===== src/ctbb_pkg.sv =====
// types and constants for the countdown timer with bcd display
// no dependencies
package ctbb_pkg;

    localparam int TIME_W    = 27;
    localparam int MODE_W    = 2;
    localparam int PHASE_W   = 3;
    localparam int RED_W     = 18;
    localparam int GREEN_W   = 8;
    localparam int BCD_W     = 32;
    localparam int CFG_IDX_W = 1;
    localparam int MAX_SHOWN = BCD_W / 4;
    localparam int STEP_W    = $clog2(TIME_W);
    localparam int STEP_LAST = TIME_W - 1;

    localparam logic [PHASE_W-1:0] PHASE_MAX = 3'd7;
    localparam logic [RED_W-1:0]   RED_ALL   = 18'h3FFFF;
    localparam logic [GREEN_W-1:0] GREEN_ALL = 8'hFF;

    typedef enum logic [MODE_W-1:0] {
        MODE_COUNT = 2'd0,
        MODE_RED   = 2'd1,
        MODE_GREEN = 2'd2
    } t_mode;

    typedef enum logic [CFG_IDX_W-1:0] {
        CFG_START_TIME = 1'b0,
        CFG_START_MODE = 1'b1
    } t_cfg_idx;

    typedef enum logic [1:0] {
        ST_IDLE,
        ST_CONV,
        ST_DONE
    } t_state;

    typedef struct packed {
        logic load;      // take the tick, update state, start conversion
        logic step;      // one double-dabble step
        logic out_load;  // move the finished result into the output register
    } t_cmd;

endpackage


===== src/ctbb_ctrl.sv =====
// controller: handshake and sequencing of one tick through the bcd converter
// depends on ctbb_pkg
module ctbb_ctrl (
    input  logic          i_clk,
    input  logic          i_rst_n,
    input  logic          i_in_valid,
    output logic          o_in_stall,
    output logic          o_out_valid,
    input  logic          i_out_stall,
    output ctbb_pkg::t_cmd o_cmd
);
    import ctbb_pkg::*;

    t_state              r_state, n_state;
    logic [STEP_W-1:0]   r_step, n_step;
    logic                r_out_valid, n_out_valid;

    always_ff @(posedge i_clk) begin
        if (!i_rst_n) begin
            r_state     <= ST_IDLE;
            r_step      <= '0;
            r_out_valid <= 1'b0;
        end else begin
            r_state     <= n_state;
            r_step      <= n_step;
            r_out_valid <= n_out_valid;
        end
    end

    always_comb begin
        n_state     = r_state;
        n_step      = r_step;
        n_out_valid = r_out_valid;
        o_cmd       = '0;
        o_in_stall  = 1'b1;
        // transfer on the output side frees the register
        if (r_out_valid && !i_out_stall) begin
            n_out_valid = 1'b0;
        end
        case (r_state)
            ST_IDLE: begin
                o_in_stall = 1'b0;
                if (i_in_valid) begin
                    o_cmd.load = 1'b1;
                    n_step     = '0;
                    n_state    = ST_CONV;
                end
            end
            ST_CONV: begin
                o_cmd.step = 1'b1;
                n_step     = r_step + 1'b1;
                if (r_step == STEP_W'(STEP_LAST)) begin
                    n_state = ST_DONE;
                end
            end
            ST_DONE: begin
                if (!r_out_valid || !i_out_stall) begin
                    o_cmd.out_load = 1'b1;
                    n_out_valid    = 1'b1;
                    n_state        = ST_IDLE;
                end
            end
            default: begin
                n_state = ST_IDLE;
            end
        endcase
    end

    assign o_out_valid = r_out_valid;

endmodule


===== src/ctbb_dp.sv =====
// datapath: timer state, config registers, bit-serial bcd converter, output register
// depends on ctbb_pkg
module ctbb_dp #(
    parameter int TICKS_PER_SECOND = 4,
    parameter int KEEP_DIGITS      = 8
) (
    input  logic                            i_clk,
    input  logic                            i_rst_n,
    input  ctbb_pkg::t_cmd                  i_cmd,
    input  logic                            i_timed_out,
    input  logic                            i_cfg_we,
    input  logic [ctbb_pkg::CFG_IDX_W-1:0]  i_cfg_index,
    input  logic [ctbb_pkg::TIME_W-1:0]     i_cfg_data,
    output logic [ctbb_pkg::BCD_W-1:0]      o_display_bcd,
    output logic [ctbb_pkg::RED_W-1:0]      o_red_leds,
    output logic [ctbb_pkg::GREEN_W-1:0]    o_green_leds,
    output logic                            o_expired
);
    import ctbb_pkg::*;

    localparam int KW = KEEP_DIGITS * 4;
    localparam logic [PHASE_W-1:0] FULL_PH = PHASE_W'(TICKS_PER_SECOND);
    localparam logic [PHASE_W-1:0] HALF_PH = PHASE_W'((TICKS_PER_SECOND + 1) / 2);

    logic [TIME_W-1:0]  r_remaining, n_remaining;
    logic               r_expired, n_expired;
    t_mode              r_mode, n_mode;
    logic [PHASE_W-1:0] r_phase, n_phase;
    logic               r_red_on, n_red_on;
    logic               r_green_on, n_green_on;

    logic [TIME_W-1:0]  r_shift, n_shift;
    logic [KW-1:0]      r_bcd, n_bcd;
    logic [KW-1:0]      adj;

    logic [BCD_W-1:0]   r_out_bcd;
    logic               r_out_red;
    logic               r_out_green;
    logic               r_out_exp;

    always_ff @(posedge i_clk) begin
        if (!i_rst_n) begin
            r_remaining <= '0;
            r_expired   <= 1'b0;
            r_mode      <= MODE_COUNT;
            r_phase     <= '0;
            r_red_on    <= 1'b0;
            r_green_on  <= 1'b0;
        end else begin
            r_remaining <= n_remaining;
            r_expired   <= n_expired;
            r_mode      <= n_mode;
            r_phase     <= n_phase;
            r_red_on    <= n_red_on;
            r_green_on  <= n_green_on;
        end
    end

    // tick update and config writes
    always_comb begin
        logic [PHASE_W-1:0] ph;
        n_remaining = r_remaining;
        n_expired   = r_expired;
        n_mode      = r_mode;
        n_red_on    = r_red_on;
        n_green_on  = r_green_on;
        ph          = r_phase;
        if (i_cmd.load) begin
            if (i_timed_out && r_mode == MODE_COUNT && r_phase == FULL_PH) begin
                if (r_remaining != '0) begin
                    n_remaining = r_remaining - 1'b1;
                end else begin
                    n_expired = 1'b1;
                    n_mode    = MODE_RED;
                end
                ph = '0;
            end else if (i_timed_out && r_mode == MODE_RED) begin
                if (r_phase == HALF_PH) begin
                    n_red_on = ~r_red_on;
                    ph       = '0;
                end
            end else if (i_timed_out && r_mode == MODE_GREEN) begin
                n_green_on = ~r_green_on;
                ph         = '0;
            end
            if (ph < PHASE_MAX) begin
                ph = ph + 1'b1;
            end
        end
        n_phase = ph;
        if (i_cfg_we) begin
            case (i_cfg_index)
                CFG_START_TIME: begin
                    n_remaining = i_cfg_data;
                    n_expired   = 1'b0;
                end
                CFG_START_MODE: begin
                    // the unused mode code keeps the mode but still clears expired
                    if (i_cfg_data[MODE_W-1:0] <= MODE_GREEN) begin
                        n_mode = t_mode'(i_cfg_data[MODE_W-1:0]);
                    end
                    n_expired = 1'b0;
                end
                default: begin
                    n_expired = r_expired;
                end
            endcase
        end
    end

    // double dabble, one bit per step; only the low digits are kept
    always_comb begin
        logic [3:0] dig;
        for (int k = 0; k < KEEP_DIGITS; k++) begin
            dig          = r_bcd[k*4 +: 4];
            adj[k*4 +: 4] = (dig >= 4'd5) ? dig + 4'd3 : dig;
        end
        n_shift = r_shift;
        n_bcd   = r_bcd;
        if (i_cmd.load) begin
            n_shift = n_remaining;
            n_bcd   = '0;
        end else if (i_cmd.step) begin
            n_shift = {r_shift[TIME_W-2:0], 1'b0};
            n_bcd   = {adj[KW-2:0], r_shift[TIME_W-1]};
        end
    end

    always_ff @(posedge i_clk) begin
        r_shift <= n_shift;
        r_bcd   <= n_bcd;
        if (i_cmd.out_load) begin
            r_out_bcd   <= BCD_W'(r_bcd);
            r_out_red   <= r_red_on;
            r_out_green <= r_green_on;
            r_out_exp   <= r_expired;
        end
    end

    assign o_display_bcd = r_out_bcd;
    assign o_red_leds    = r_out_red ? RED_ALL : '0;
    assign o_green_leds  = r_out_green ? GREEN_ALL : '0;
    assign o_expired     = r_out_exp;

endmodule


===== src/countdown_timer_bcd_blink.sv =====
// Countdown timer with packed-bcd display and blinking led words. Each input
// transfer is one interval-timer tick carrying its timeout flag; each tick gives
// exactly one result with the remaining time in bcd, the red and green led words
// and the expired flag. For each tick the block takes the tick and updates the
// timer state, runs 27 steps of the bit-serial binary-to-bcd converter (one
// per bit of the 27-bit remaining time), and loads the output register. That
// load waits as long as an earlier result is held in the output register by
// the output stall. The next tick is taken while a finished result still waits
// in the output register. Config writes reload the time or the mode; the user
// makes them only while no tick is in progress, the block does not enforce it.
// depends on ctbb_pkg, ctbb_ctrl, ctbb_dp
module countdown_timer_bcd_blink #(
    parameter int BCD_DIGITS       = 8,
    parameter int TICKS_PER_SECOND = 4
) (
    input  logic                            i_clk,
    input  logic                            i_rst_n,
    input  logic                            i_in_valid,
    output logic                            o_in_stall,
    input  logic                            i_timed_out,
    output logic                            o_out_valid,
    input  logic                            i_out_stall,
    output logic [ctbb_pkg::BCD_W-1:0]      o_display_bcd,
    output logic [ctbb_pkg::RED_W-1:0]      o_red_leds,
    output logic [ctbb_pkg::GREEN_W-1:0]    o_green_leds,
    output logic                            o_expired,
    input  logic                            i_cfg_we,
    input  logic [ctbb_pkg::CFG_IDX_W-1:0]  i_cfg_index,
    input  logic [ctbb_pkg::TIME_W-1:0]     i_cfg_data
);
    import ctbb_pkg::*;

    // digits above the eighth fall outside the 32-bit display word
    localparam int KEEP_DIGITS = (BCD_DIGITS < MAX_SHOWN) ? BCD_DIGITS : MAX_SHOWN;

    t_cmd cmd;

    ctbb_ctrl u_ctrl (
        .i_clk       (i_clk),
        .i_rst_n     (i_rst_n),
        .i_in_valid  (i_in_valid),
        .o_in_stall  (o_in_stall),
        .o_out_valid (o_out_valid),
        .i_out_stall (i_out_stall),
        .o_cmd       (cmd)
    );

    ctbb_dp #(
        .TICKS_PER_SECOND (TICKS_PER_SECOND),
        .KEEP_DIGITS      (KEEP_DIGITS)
    ) u_dp (
        .i_clk         (i_clk),
        .i_rst_n       (i_rst_n),
        .i_cmd         (cmd),
        .i_timed_out   (i_timed_out),
        .i_cfg_we      (i_cfg_we),
        .i_cfg_index   (i_cfg_index),
        .i_cfg_data    (i_cfg_data),
        .o_display_bcd (o_display_bcd),
        .o_red_leds    (o_red_leds),
        .o_green_leds  (o_green_leds),
        .o_expired     (o_expired)
    );

endmodule


===== config.mk =====
export PLATFORM = sky130hd
export DESIGN_NAME = countdown_timer_bcd_blink
export DESIGN_NICKNAME = d
export VERILOG_FILES = /design/src/ctbb_pkg.sv /design/src/ctbb_ctrl.sv /design/src/ctbb_dp.sv /design/src/countdown_timer_bcd_blink.sv
export SDC_FILE = /design/constraint.sdc
export NUM_CORES = 1
export LEC_CHECK = 0
export BUFFER_PORTS_ARGS = -buffer_cell sky130_fd_sc_hd__buf_2
export CAP_MARGIN = 0
export CORE_ASPECT_RATIO = 1.2
export CORE_MARGIN = 2
export CORE_UTILIZATION = 55
export DETAILED_ROUTE_END_ITERATION = 10
export GPL_TIMING_DRIVEN = 0
export HOLD_SLACK_MARGIN = 0.05
export PLACE_DENSITY = 0.87
export SLEW_MARGIN = 20
export SYNTH_ARGS = -nofsm -noshare
export SYNTH_HDL_FRONTEND = slang
export SYNTH_SLANG_ARGS = --single-unit

===== constraint.sdc =====
create_clock -name i_clk -period 5.5 [get_ports i_clk]
set_input_delay 0.275 -clock i_clk [delete_from_list [all_inputs] [get_ports i_clk]]
set_output_delay 0.275 -clock i_clk [all_outputs]
set_load 0.005 [all_outputs]

---- Yosys cells after proc, flatten, opt, wreduce, memory -nomap -nowiden ----
Cells that the tools add are included.
word-level totals
  word-level logic and storage cells ...... 115
  bits in writable memories ............... 0
  ROM bits ................................ 0
  output and inout port bits .............. 61
  memories ................................ 0
  bits in registers ....................... 137
  latch bits .............................. 0
cells by class
  $mul .................................... 0
  bitwise gates (word level) .............. 6
  reduce and logical (&&, ||, !) cells .... 19
  multiplexer cells ....................... 44
  shift operators ......................... 0
  equality and inequality tests ........... 10
  divide/modulo/power cells ............... 0
  magnitude comparators ................... 10
  add/subtract/negate cells ............... 11
operators by type and width
  operator               number
  $mux 27                7
  $ge 4x3->1 const B     8
  $add 4x2->4 const B    7
  $mux 4                 7
  $reduce_bool 27->1     1
  $sub 27x1->27 const B  1
  $mux 3                 7
  $mux 18                1
  $mux 2                 9
  $pmux 5 s2             1
  $mux 1                 9
  $mux 8                 1
  $reduce_and 4->1       2
  $not 1->1              6
  $pmux 2 s3             1
  $reduce_and 3->1       2
  $add 5x1->5 const B    1
  $eq 5x5->1 const B     1
  $logic_and 1x1->1      5
  $mux 5                 1
  $eq 2x1->1 const B     2
  $eq 2x2->1 const B     2
  $logic_not 2->1        2
  $ne 2x1->1 const B     2
  12 further kinds       14

---- Longest topological paths before layout ----
Gate-level depths: netlist (run 1).
  word-level depth ........................ 8
  depth in mapped cells ................... 9
  mapped depth without buffers ............ 9

---- By module ----
Synthesis (run 1) repeated with hierarchy kept, for this count alone.
unflattened totals
  cell total of the unflattened synthesis .. 678
  area total of the unflattened synthesis .. 6642.6 um2
by module, submodules not included
  module     cells an instance  times used  sequential area each (um2)  area an instance (um2)
  ctbb_dp    631                1           3203.1                      6251.0
  ctbb_ctrl  47                 1           160.2                       391.6

---- Worst setup path after synthesis (run 1) ----
No wires, ideal clock.
  path type ............................... register to register
  start point ............................. register u_ctrl.r_state[0]
  end point ............................... register u_dp.r_out_bcd[0] (netlist: u_dp.o_display_bcd[0]) (enable)
  setup slack ............................. 2.808 ns
  path buffers ............................ 0
  library setup time ...................... 0.439 ns
  clock period less this slack ............ 2.692 ns
  arrival ................................. 2.253 ns
  data required time ...................... 5.061 ns
  cell stages (with the launch flop) ...... 3
  cells stage by stage .................... dfxtp_1 nand2b_1 a21oi_1
RTL lines
  what                    line             source
  start, declared         ctbb_ctrl.sv:14  t_state r_state, n_state;
  start signal, assigned  ctbb_ctrl.sv:24  r_state <= n_state;
  end signal, assigned    ctbb_dp.sv:133   r_out_bcd <= BCD_W'(r_bcd);
  end, declared           ctbb_dp.sv:36    logic [BCD_W-1:0] r_out_bcd;

---- Worst setup path in the final report (run 1) ----
  start point ............................. register u_ctrl.r_state[1]
  end point ............................... register u_dp.r_shift[5] (enable)
on the way
  cells in the longest elaborated chain, start to end .. 3
RTL lines
  what                                                  line             source
  $eq 2x1->1 / $logic_not 2->1 (equally long branches)  ctbb_ctrl.sv:40  case (r_state)
  $mux 1                                                ctbb_ctrl.sv:40
  $reduce_bool 2->1 (no source line) (*)                --
  end signal, assigned                                  ctbb_dp.sv:130   r_shift <= n_shift;
  end, declared                                         ctbb_dp.sv:32    logic [TIME_W-1:0] r_shift, n_shift;
Mark *: on every way between the ends. The rest lies on a longest branch, timed or not.
A chain may end at the register's enable or synchronous reset.

==> impl_metrics.tcl, run 1 <==
set metrics [dict create \
    status "finished, final reports clean" \
    cts_setup_buffers 0 \
    initial_core_util_pct 55.8 \
    gp_congestion 0.895 \
    cp.arrival_ps 2260 \
    first_pass_iters 5 \
    drc 0 \
    die_w_microns 105 \
    startpoint "u_ctrl.r_state[1]" \
    routed_wl_microns 15800 \
    yosysWarnings 0 \
    clockBufferDepth 2 \
    antenna_cells 0 \
    worstSetupPathType "reg2reg" \
    drt_iter0_drc 364 \
    synth.ff_latch_count 137 \
    place_inst 946 \
    avgViaCountPerCell 5.79 \
    worst_slew_pin_slew_ps 1090 \
    synth_cell_type_count 60 \
    fin_cells 979 \
    grt_pass1_vias 5274 \
    syn2layout_area_growth_pct 19.4 \
    rr_startpoint "u_ctrl.r_state[1]" \
    clock_latency_ps 420 \
    post_drt_wl_per_cell_microns 16.1 \
    hold_viol 0 \
    leakage_nw 3.14 \
    relSlewSlack_pct 26.9 \
    maxCapViolations 0 \
    overflow 0 \
    io_pins 95 \
    clock.fmax_mhz 412 \
    r2r_slack_ps 3070 \
    rr_endpoint "u_dp.r_shift[5]" \
    vias 5666 \
    die_y_microns 125 \
    cts_buffers 17 \
    final.fill_count 941 \
    period_needed_ps 2430 \
    grt_pass1_wl_microns 25200 \
    rsz0062_at_grt "false" \
    path_clk_slew_ps 60 \
    final_antenna_net_count 0 \
    endpoint "u_dp.r_shift[5]" \
    grt.total_usage_pct 24.3 \
    pre_cts_ws_ps 3230 \
    dieArea_sq_mm 0.0131 \
    synth_most_common_cell "a21oi_1" \
    rr_worst_depth 3 \
    required_ps 5330 \
    cts-root-buf "clkbuf_16" \
    syn_inst 690 \
    rows 44 \
    setup-violations-final 0 \
    placed_area_sq_mm 0.00741 \
    peakVddDrop_mv 0.255 \
    yosys-top-cells-area "edfxtp_1 (28%), dfxtp_1 (22%), a21oi_1 (5.8%)" \
    dp_hpwl_microns 10700 \
    finalCritPeriodShare_pct 44.1 \
    power_density_mw_per_mm2 317 \
    ys.flop_type "dfxtp_1" \
    grt_start_max_net_pins 29 \
    cp_top_family "buffers and inverters" \
    path_depth 3 \
    worstHoldPathType "in2reg" \
    synth_top_area_cell "edfxtp_1" \
    drive_above_1_share_pct 21.3 \
    cp_slowest_stage_delay_ps 940 \
    worstSetupEndpointType "flop" \
    finalPower_mw 2.54 \
    synth-edff-count 62 \
    cts_resized 0 \
    ys_async_sr_fraction_pct 0 \
    antenna_found_initial 0 \
    ys_top_cells_by_count "a21oi_1 (78), dfxtp_1 (75), o21ai_0 (69), edfxtp_1 (62), nor2_1 (60)" \
    path_buf_inv 1 \
    core_sq_mm 0.0120 \
    syn_area_sq_mm 0.00670 \
    seq_area_frac_synth_pct 50.2 \
    worstSetupStartpointType "flop" \
    slowest_stage "clkinv_1" \
    path_cells "nor2b_1 > nor2_1 > clkinv_1" \
    final_nets 860 \
    htree_levels 4 \
    tritoncts "built" \
    syn-num-nets 745 \
    io_buffers 94 \
    avgSynthCellArea_sq_um 9.71 \
    setup_tns_ps 0 \
    yosysTopAreaCellShare_pct 27.8 \
    layout_setup_ws_ps 3070 \
    fin_area_sq_mm 0.00800 \
    skew_ps 8.56 \
    cts.sinks 137 \
    crit_fanout 27 \
    final_max_slew_viol_count 0 \
]
==> worst register-to-register path, cell delays in order, from the launching register on <==
cell and delay (ps):
dfxtp_1 430, nor2b_1 160, nor2_1 300, clkinv_1 940
==> metal layers <==
metal / track usage, % / vias to the layer above / routed length, microns
li1: - / 2697 / -
met1: 28.0 / 2634 / 6220
met2: 41.6 / 275 / 7740
met3: 5.70 / 60 / 1220
met4: 13.1 / 0 / 588
met5: 0 / - / 0
==> worst min path at each step <==
stage                          start             endpoint  slack [ps]  cells past startpoint
global placement    u_dp.r_shift[26]        u_dp.r_bcd[0]         430                      2
global route           i_cfg_data[2]  u_dp.r_remaining[2]         170                      3
detailed placement  u_dp.r_shift[26]        u_dp.r_bcd[0]         440                      2
finish                 i_cfg_data[3]  u_dp.r_remaining[3]         140                      3
floorplan                   i_cfg_we       u_dp.r_expired         350                      1
CTS                    i_cfg_data[2]  u_dp.r_remaining[2]         140                      3
==> through the flow <==
step,utilization (%),hold slack (ps)
2_1_floorplan,-,351
3_5_place_dp,61.7,441
3_3_place_gp,61.4,428
4_1_cts,66.7,137
5_1_grt,66.7,171
6_report,66.7,144
==> cells in the final DEF, fill, tap and decap left out, types with 5 or more instances in the layout <==
| cell | synthesis | routed |
|---|---|---|
| a21oi_1 | 78 | 77 |
| and2_1 | 7 | 7 |
| and3_1 | 9 | 9 |
| buf_2 | 1 | 95 |
| buf_4 | 26 | 26 |
| clkbuf_1 | 31 | 31 |
| clkbuf_16 | 0 | 17 |
| dfxtp_1 | 75 | 75 |
| edfxtp_1 | 62 | 62 |
| ha_1 | 21 | 21 |
| inv_1 | 21 | 20 |
| inv_6 | 0 | 5 |
| nand2_1 | 32 | 32 |
| nand2b_1 | 11 | 11 |
| nand3_1 | 39 | 39 |
| nor2_1 | 60 | 60 |
| nor2b_1 | 8 | 8 |
| nor3_1 | 11 | 11 |
| nor3b_1 | 5 | 5 |
| nor4_1 | 6 | 6 |
| o21ai_0 | 69 | 69 |
| o22ai_1 | 14 | 14 |
| o32ai_1 | 6 | 6 |
| xnor2_1 | 15 | 15 |
| xor2_1 | 24 | 24 |
==> state kept, by name (all words and copies together), names as in the netlist <==
signal and count:
u_dp.r_expired 1, u_ctrl.r_step 5, u_dp.r_out_green 1, u_dp.o_display_bcd 32
u_dp.r_shift 27, u_dp.r_mode 2, u_dp.r_phase 3, u_dp.r_bcd 32
u_dp.r_red_on 1, u_ctrl.o_out_valid 1, u_dp.o_expired 1, u_dp.r_out_red 1
u_ctrl.r_state 2, u_dp.r_remaining 27, u_dp.r_green_on 1
==> timing repair <==
action                                 4_1_cts  5_1_grt
endpoints found under the hold margin        1        0
hold buffers                                 1        0
setup endpoints to repair                    0        0
==> area by class of cell <==
cell class | instances | area [sq um] | share of cell area [%]
Timing Repair Buffer | 96 | 508 | 6.35
Clock buffer | 17 | 425 | 5.32
Sequential cell | 137 | 3360 | 42.0
Inverter | 21 | 78.8 | 0.985
Multi-Input combinational cell | 472 | 2940 | 36.7
Tap cell | 161 | 201 | 2.52
Clock inverter | 15 | 156 | 1.95
Buffer | 60 | 332 | 4.14
==> report_power, final <==
group          switching (mW)  total, mW  internal [mW]  leakage, nW
logic                   0.169      0.260         0.0903         1.65
registers              0.0384       1.16           1.12         1.21
clock network           0.478       1.12          0.641        0.283
==> cells by family (layout without fill, tap and decap cells) <==
family | Yosys count | count (layout) | share of synthesized area (%)
AND/OR/NAND/NOR | 218 | 218 | 18.2
AO/OA/AOI/OAI | 191 | 191 | 16.0
flip-flops | 137 | 137 | 50.2
buffers and inverters | 81 | 209 | 6.13
XOR/XNOR | 39 | 39 | 5.10
adder cells (fa/ha/maj) | 21 | 21 | 3.92
multiplexers | 3 | 3 | 0.448
Note: power is estimated with default switching activity, not from simulation.
==> run 2: changes to the inputs <==
clock period = 2.5 ns   (was 5.5 ns; I/O delays follow)
==> run 2 against run 1 <==
  * Global-route usage grew 0.47 points
  * Die area did not move
  * Largest power group unchanged
  * Worst hold slack lost 77 ps
  * Clock power up 110%
  * Total power rose by 120%
  * Sequential power up 120%
  * First-iteration DRC count decreased by 14%
  * Critical path depth is 4 higher
  * Non-clock buffer count increased by 25
  * Fmax rose by 6.8%
  * Final area up 2.9%
  * Clock skew up 0.85 ps
==> impl_metrics.tcl, run 2 (same netlist as run 1, synthesis figures left out) <==
set metrics [dict create \
    maxCapViolations 0 \
    overflow 0 \
    switching_share_pct 27.3 \
    tritoncts "built" \
    htree_levels 4 \
    power_switching_mw 1.50 \
    relSlewSlack_pct 53.2 \
    period_needed_ps 2270 \
    clock_latency_ps 420 \
    path_clk_slew_ps 60 \
    core_sq_mm 0.0120 \
    place_inst 946 \
    drt_iter0_drc 314 \
    final_cell_mix "buf_2 (95), a21oi_1 (77), dfxtp_1 (75), o21ai_0 (69), edfxtp_1 (62)" \
    syn2layout_area_growth_pct 22.9 \
    grt_pass1_vias 5480 \
    p_int_mw 4.00 \
    cts_setup_buffers 0 \
    dp_hpwl_microns 10700 \
    rows 44 \
    rr_startpoint "u_dp.r_remaining[18]" \
    io_buffers 94 \
    status "finished, final reports clean" \
    fin_cells 1004 \
    post_drt_wl_per_cell_microns 15.9 \
    peakVddDrop_mv 0.449 \
    cts-root-buf "clkbuf_16" \
    vias 5671 \
    startpoint "u_dp.r_remaining[18]" \
    power_frac_clock_pct 42.4 \
    layout_commonest_cell "buf_2" \
    hold_viol 0 \
    skew_ps 9.42 \
    leakage_nw 3.23 \
    finalCritPeriodShare_pct 90.9 \
    power_density_mw_per_mm2 668 \
    avgViaCountPerCell 5.65 \
    setup-violations-final 0 \
    worstSetupStartpointType "flop" \
    worstHoldPathType "in2reg" \
    final_antenna_net_count 0 \
    final_nets 885 \
    drive_above_1_share_pct 20.9 \
    worstSetupEndpointType "flop" \
    required_ps 2620 \
    die_y_microns 125 \
    routed_wl_microns 15900 \
    rsz0062_at_grt "false" \
    grt_start_max_net_pins 28 \
    clock.fmax_mhz 440 \
    gp_congestion 0.882 \
    die_w_microns 105 \
    cp.arrival_ps 2400 \
    antenna_cells 0 \
    drc 0 \
    pwr-share-comb_pct 11.1 \
    endpoint "u_dp.r_shift[17]" \
    initial_core_util_pct 55.8 \
    crit_fanout 10 \
    grt.total_usage_pct 24.8 \
    cts.sinks 137 \
    worstSetupPathType "reg2reg" \
    clockBufferDepth 2 \
    setup_tns_ps 0 \
    antenna_found_initial 0 \
    final_max_slew_viol_count 0 \
    io_pins 95 \
    seqPwrFrac_pct 46.5 \
    dieArea_sq_mm 0.0131 \
    rr_worst_depth 7 \
    final.fill_count 931 \
    first_pass_iters 5 \
    worst_slew_pin_slew_ps 702 \
    cts_buffers 17 \
    rr_endpoint "u_dp.r_shift[17]" \
    grt_pass1_wl_microns 25900 \
    r2r_slack_ps 230 \
]
-- run 2: metal layers --
metal,vias up,track usage (%),part of all wire [%]
li1,2743,-,-
met1,2617,28.9,40
met2,273,43.4,50
met3,38,5.08,7.4
met4,0,11.7,2.7
met5,-,0,0
-- run 2: repair_timing --
item                                   CTS  global route
setup endpoints to repair                0            30
gates resized for setup                  0             2
hold buffers                            26             0
endpoints found under the hold margin   27             0
-- run 2: how the worst min path moves through the flow --
stage                         startpoint              endpoint  slack (ps)  cells past startpoint
after detailed placement        i_cfg_we        u_dp.r_expired         330                      2
after global placement          i_cfg_we        u_dp.r_expired         330                      2
final                     i_cfg_data[23]  u_dp.r_remaining[23]          70                      3
after floorplan                 i_cfg_we        u_dp.r_expired         200                      1
after global routing      i_cfg_data[24]  u_dp.r_remaining[24]          70                      3
after CTS                 i_cfg_data[24]  u_dp.r_remaining[24]          50                      3
-- run 2: power groups by stage --
| stage | Clock [mW] | Sequential (mW) | Combinational, mW |
|---|---|---|---|
| 6_report | 2.33 | 2.56 | 0.611 |
| 5_1_grt | 2.45 | 2.57 | 0.669 |
| 4_1_cts | 2.35 | 2.55 | 0.597 |
| 3_5_place_dp | 0 | 2.60 | 0.557 |
| 3_3_place_gp | 0 | 2.59 | 0.542 |
| 2_1_floorplan | 0 | 2.58 | 0.392 |
-- run 2: per-stage QoR --
stage	area [sq um]	hold WS (ps)	util (%)	worst slack, ps	total power, mW
floorplan	6700	201	-	460	2.97
global placement	7380	332	61.5	288	3.14
detailed placement	7410	332	61.7	242	3.16
CTS	8230	52.8	68.5	172	5.49
global route	8240	67.8	68.6	122	5.69
finish	8240	67.4	68.6	228	5.50
-- run 2: cell type report --
type / count / area (sq um) / share of cell area, %
Inverter: 21 / 82.6 / 1.00
Buffer: 60 / 332 / 4.03
Timing Repair Buffer: 121 / 758 / 9.21
Tap cell: 161 / 201 / 2.45
Clock inverter: 15 / 130 / 1.58
Multi-Input combinational cell: 472 / 2940 / 35.7
Clock buffer: 17 / 425 / 5.16
Sequential cell: 137 / 3360 / 40.8
-- run 2: critical path, cell delays in order, from the launching register on --
cell and delay, ps:
dfxtp_1 370, nor4_2 480, and3_2 380, a31oi_2 130, buf_6 170, nand4_1 120, xor2_1 210, a31oi_1 130
==> run 3: changes to the inputs <==
ABC_AREA = 1   (was default)
==> run 3 against run 2 <==
  * Clock power is 8.6% higher
  * Clock-buffer cell count stayed put
  * Critical path depth stayed put
  * Synthesized cell count is 23% higher
  * Largest power group unchanged
  * Wire length is 9.1% higher
  * Die area is 3.1% higher
==> impl_metrics.tcl, run 3 <==
set metrics [dict create \
    gp_congestion 0.995 \
    setup-violations-final 0 \
    hold_depth 4 \
    ys.flop_type "dfxtp_1" \
    htree_levels 4 \
    worstHoldPathType "in2reg" \
    cp_slowest_stage_delay_ps 650 \
    fin_cells 1166 \
    rr_worst_depth 7 \
    grt_pass1_wl_microns 28100 \
    worstSetupPathType "reg2reg" \
    finalCritPeriodShare_pct 79.6 \
    seq_area_frac_synth_pct 48.7 \
    core_sq_mm 0.0122 \
    clockBufferDepth 2 \
    period_needed_ps 1990 \
    ys_async_sr_fraction_pct 0 \
    path_cells "inv_2 > nand3_4 > inv_2 > clkbuf_1 > clkbuf_1 > nand2_1 > nand2_1" \
    path_depth 7 \
    drc 0 \
    final_cell_mix "nand2_1 (186), buf_2 (98), inv_1 (92), dfxtp_1 (75), nor2_1 (73)" \
    status "finished, final reports clean" \
    layout_setup_ws_ps 509 \
    layout_commonest_cell "nand2_1" \
    clock.fmax_mhz 502 \
    worstSetupStartpointType "flop" \
    synth_top_family_by_area "simple AND/OR/NAND/NOR gates" \
    synth-compound-area-share_pct 9.90 \
    required_ps 2800 \
    synth_cell_type_count 36 \
    final_antenna_net_count 0 \
    synth.ff_latch_count 137 \
    peakVddDrop_mv 0.448 \
    grt_start_max_net_pins 33 \
    syn_inst 850 \
    fin_area_sq_mm 0.00850 \
    wl_met1_microns 6730 \
    vias 6268 \
    dp_hpwl_microns 11800 \
    routed_wl_microns 17400 \
    leakage_nw 3.82 \
    synth-simple-area-share_pct 26.4 \
    rows 44 \
    drt_iter0_drc 464 \
    io_buffers 94 \
    grt.total_usage_pct 26.6 \
    crit_fanout 10 \
    finalPower_mw 5.73 \
    cts_setup_buffers 0 \
    relSlewSlack_pct 47.3 \
    synth-xor-area-share_pct 1.39 \
    final.fill_count 957 \
    cts_buffers 17 \
    initial_core_util_pct 56.8 \
    pre_cts_ws_ps 524 \
    avgSynthCellArea_sq_um 8.13 \
    placed_area_sq_mm 0.00764 \
    yosysTopAreaCellShare_pct 26.9 \
    dieArea_sq_mm 0.0135 \
    route.met3.wl_microns 982 \
    synth_most_common_cell "nand2_1" \
    syn-num-nets 905 \
    hold_viol 0 \
    die_y_microns 127 \
    cts.sinks 137 \
    grt_pass1_vias 6116 \
    antenna_cells 0 \
    die_w_microns 106 \
    ys_top_cells_by_count "nand2_1 (186), inv_1 (92), dfxtp_1 (75), nor2_1 (74), nand3_1 (67)" \
    rsz0062_at_grt "false" \
    place_inst 1107 \
    antenna_found_initial 0 \
    synth_top_area_cell "edfxtp_1" \
    first_pass_iters 5 \
    wl_met2_microns 9140 \
    hold_ws_ps 55.0 \
    synthMuxAreaShare_pct 0 \
    path_clk_slew_ps 60 \
    syn2layout_area_growth_pct 23.0 \
    yosysWarnings 0 \
    yosys-top-cells-area "edfxtp_1 (27%), dfxtp_1 (22%), nand2_1 (10%)" \
    cts-root-buf "clkbuf_16" \
    synth-edff-count 62 \
    final_max_slew_viol_count 0 \
    slowest_stage "clkbuf_1" \
    final_nets 1047 \
    post_drt_wl_per_cell_microns 14.9 \
    worstSetupEndpointType "flop" \
    overflow 0 \
    syn_area_sq_mm 0.00691 \
    power_density_mw_per_mm2 674 \
    cp.arrival_ps 2290 \
    maxCapViolations 0 \
    io_pins 95 \
    tritoncts "built" \
    synth_fa_ha_area_share_pct 3.80 \
    worst_slew_pin_slew_ps 791 \
    cp_top_family "buffers and inverters" \
    drive_above_1_share_pct 21.1 \
    top_layer_used "met4" \
    skew_ps 8.46 \
    avgViaCountPerCell 5.38 \
    path_buf_inv 4 \
    clock_latency_ps 430 \
]
-- run 3: changes by cell type after synthesis, sizes merged, moves of 13 or more --
cell / change
a21oi: -24
clkbuf: -15
inv: +78
nand2: +156
nand3: +32
nand4: +16
nor2: +29
o21ai: -15
o22ai: -14
or2: +20
xnor2: -13
xor2: -15
-- run 3: timing repair --
item,4_1_cts,5_1_grt
hold buffers,27,0
endpoints found under the hold margin,29,0
gates resized for setup,0,0
-- run 3: metrics by stage --
step	TNS, ps	util (%)
final	0	69.9
after global routing	0	69.9
after CTS	0	69.9
after detailed placement	0	62.8
after global placement	-26830	62.3
after floorplan	0	-
-- run 3: worst paths after layout --
| kind | from | end | slack [ps] |
|---|---|---|---|
| max reg2reg | u_ctrl.r_state[1] | u_dp.r_shift[15] | 510 |
| min | i_cfg_data[24] | u_dp.r_remaining[24] | 60 |
| min reg2reg | u_dp.r_shift[26] | u_dp.r_bcd[0] | 450 |
| max | u_ctrl.r_state[1] | u_dp.r_shift[15] | 510 |
-- run 3: cell type report --
type                       count  area, sq um  area share [%]
multi-input combinational    562         2880            33.8
tap                          161          201            2.37
buffer                        52          310            3.65
timing repair buffer         123          788            9.27
clock inverter                15          168            1.97
inverter                      99          372            4.37
clock buffer                  17          425            5.00
sequential                   137         3360            39.5
-- run 3: layer usage --
| layer | vias up | GRT usage, % |
|---|---|---|
| li1 | 3079 | - |
| met1 | 2898 | 28.5 |
| met2 | 239 | 49.0 |
| met3 | 52 | 5.14 |
| met4 | 0 | 13.9 |
| met5 | - | 0 |
-- run 3: tightest hold or removal path, delay by kind of cell --
kind / cells / cell delay [ps]
buf+inv: 1 / 90
simple gates: 3 / 220
-- run 3: power breakdown --
part | internal (mW) | switching (mW)
Clock | 1.49 | 1.04
Sequential | 2.47 | 0.0688
Combinational | 0.232 | 0.434
Total | 4.19 | 1.54
-- run 3: logic make-up after synthesis --
kind of cell	after synthesis
AO/OA/AOI/OAI	128
XOR/XNOR	11
adder cells (fa/ha/maj)	21
buffers and inverters	151
flip-flops	137
AND/OR/NAND/NOR	402
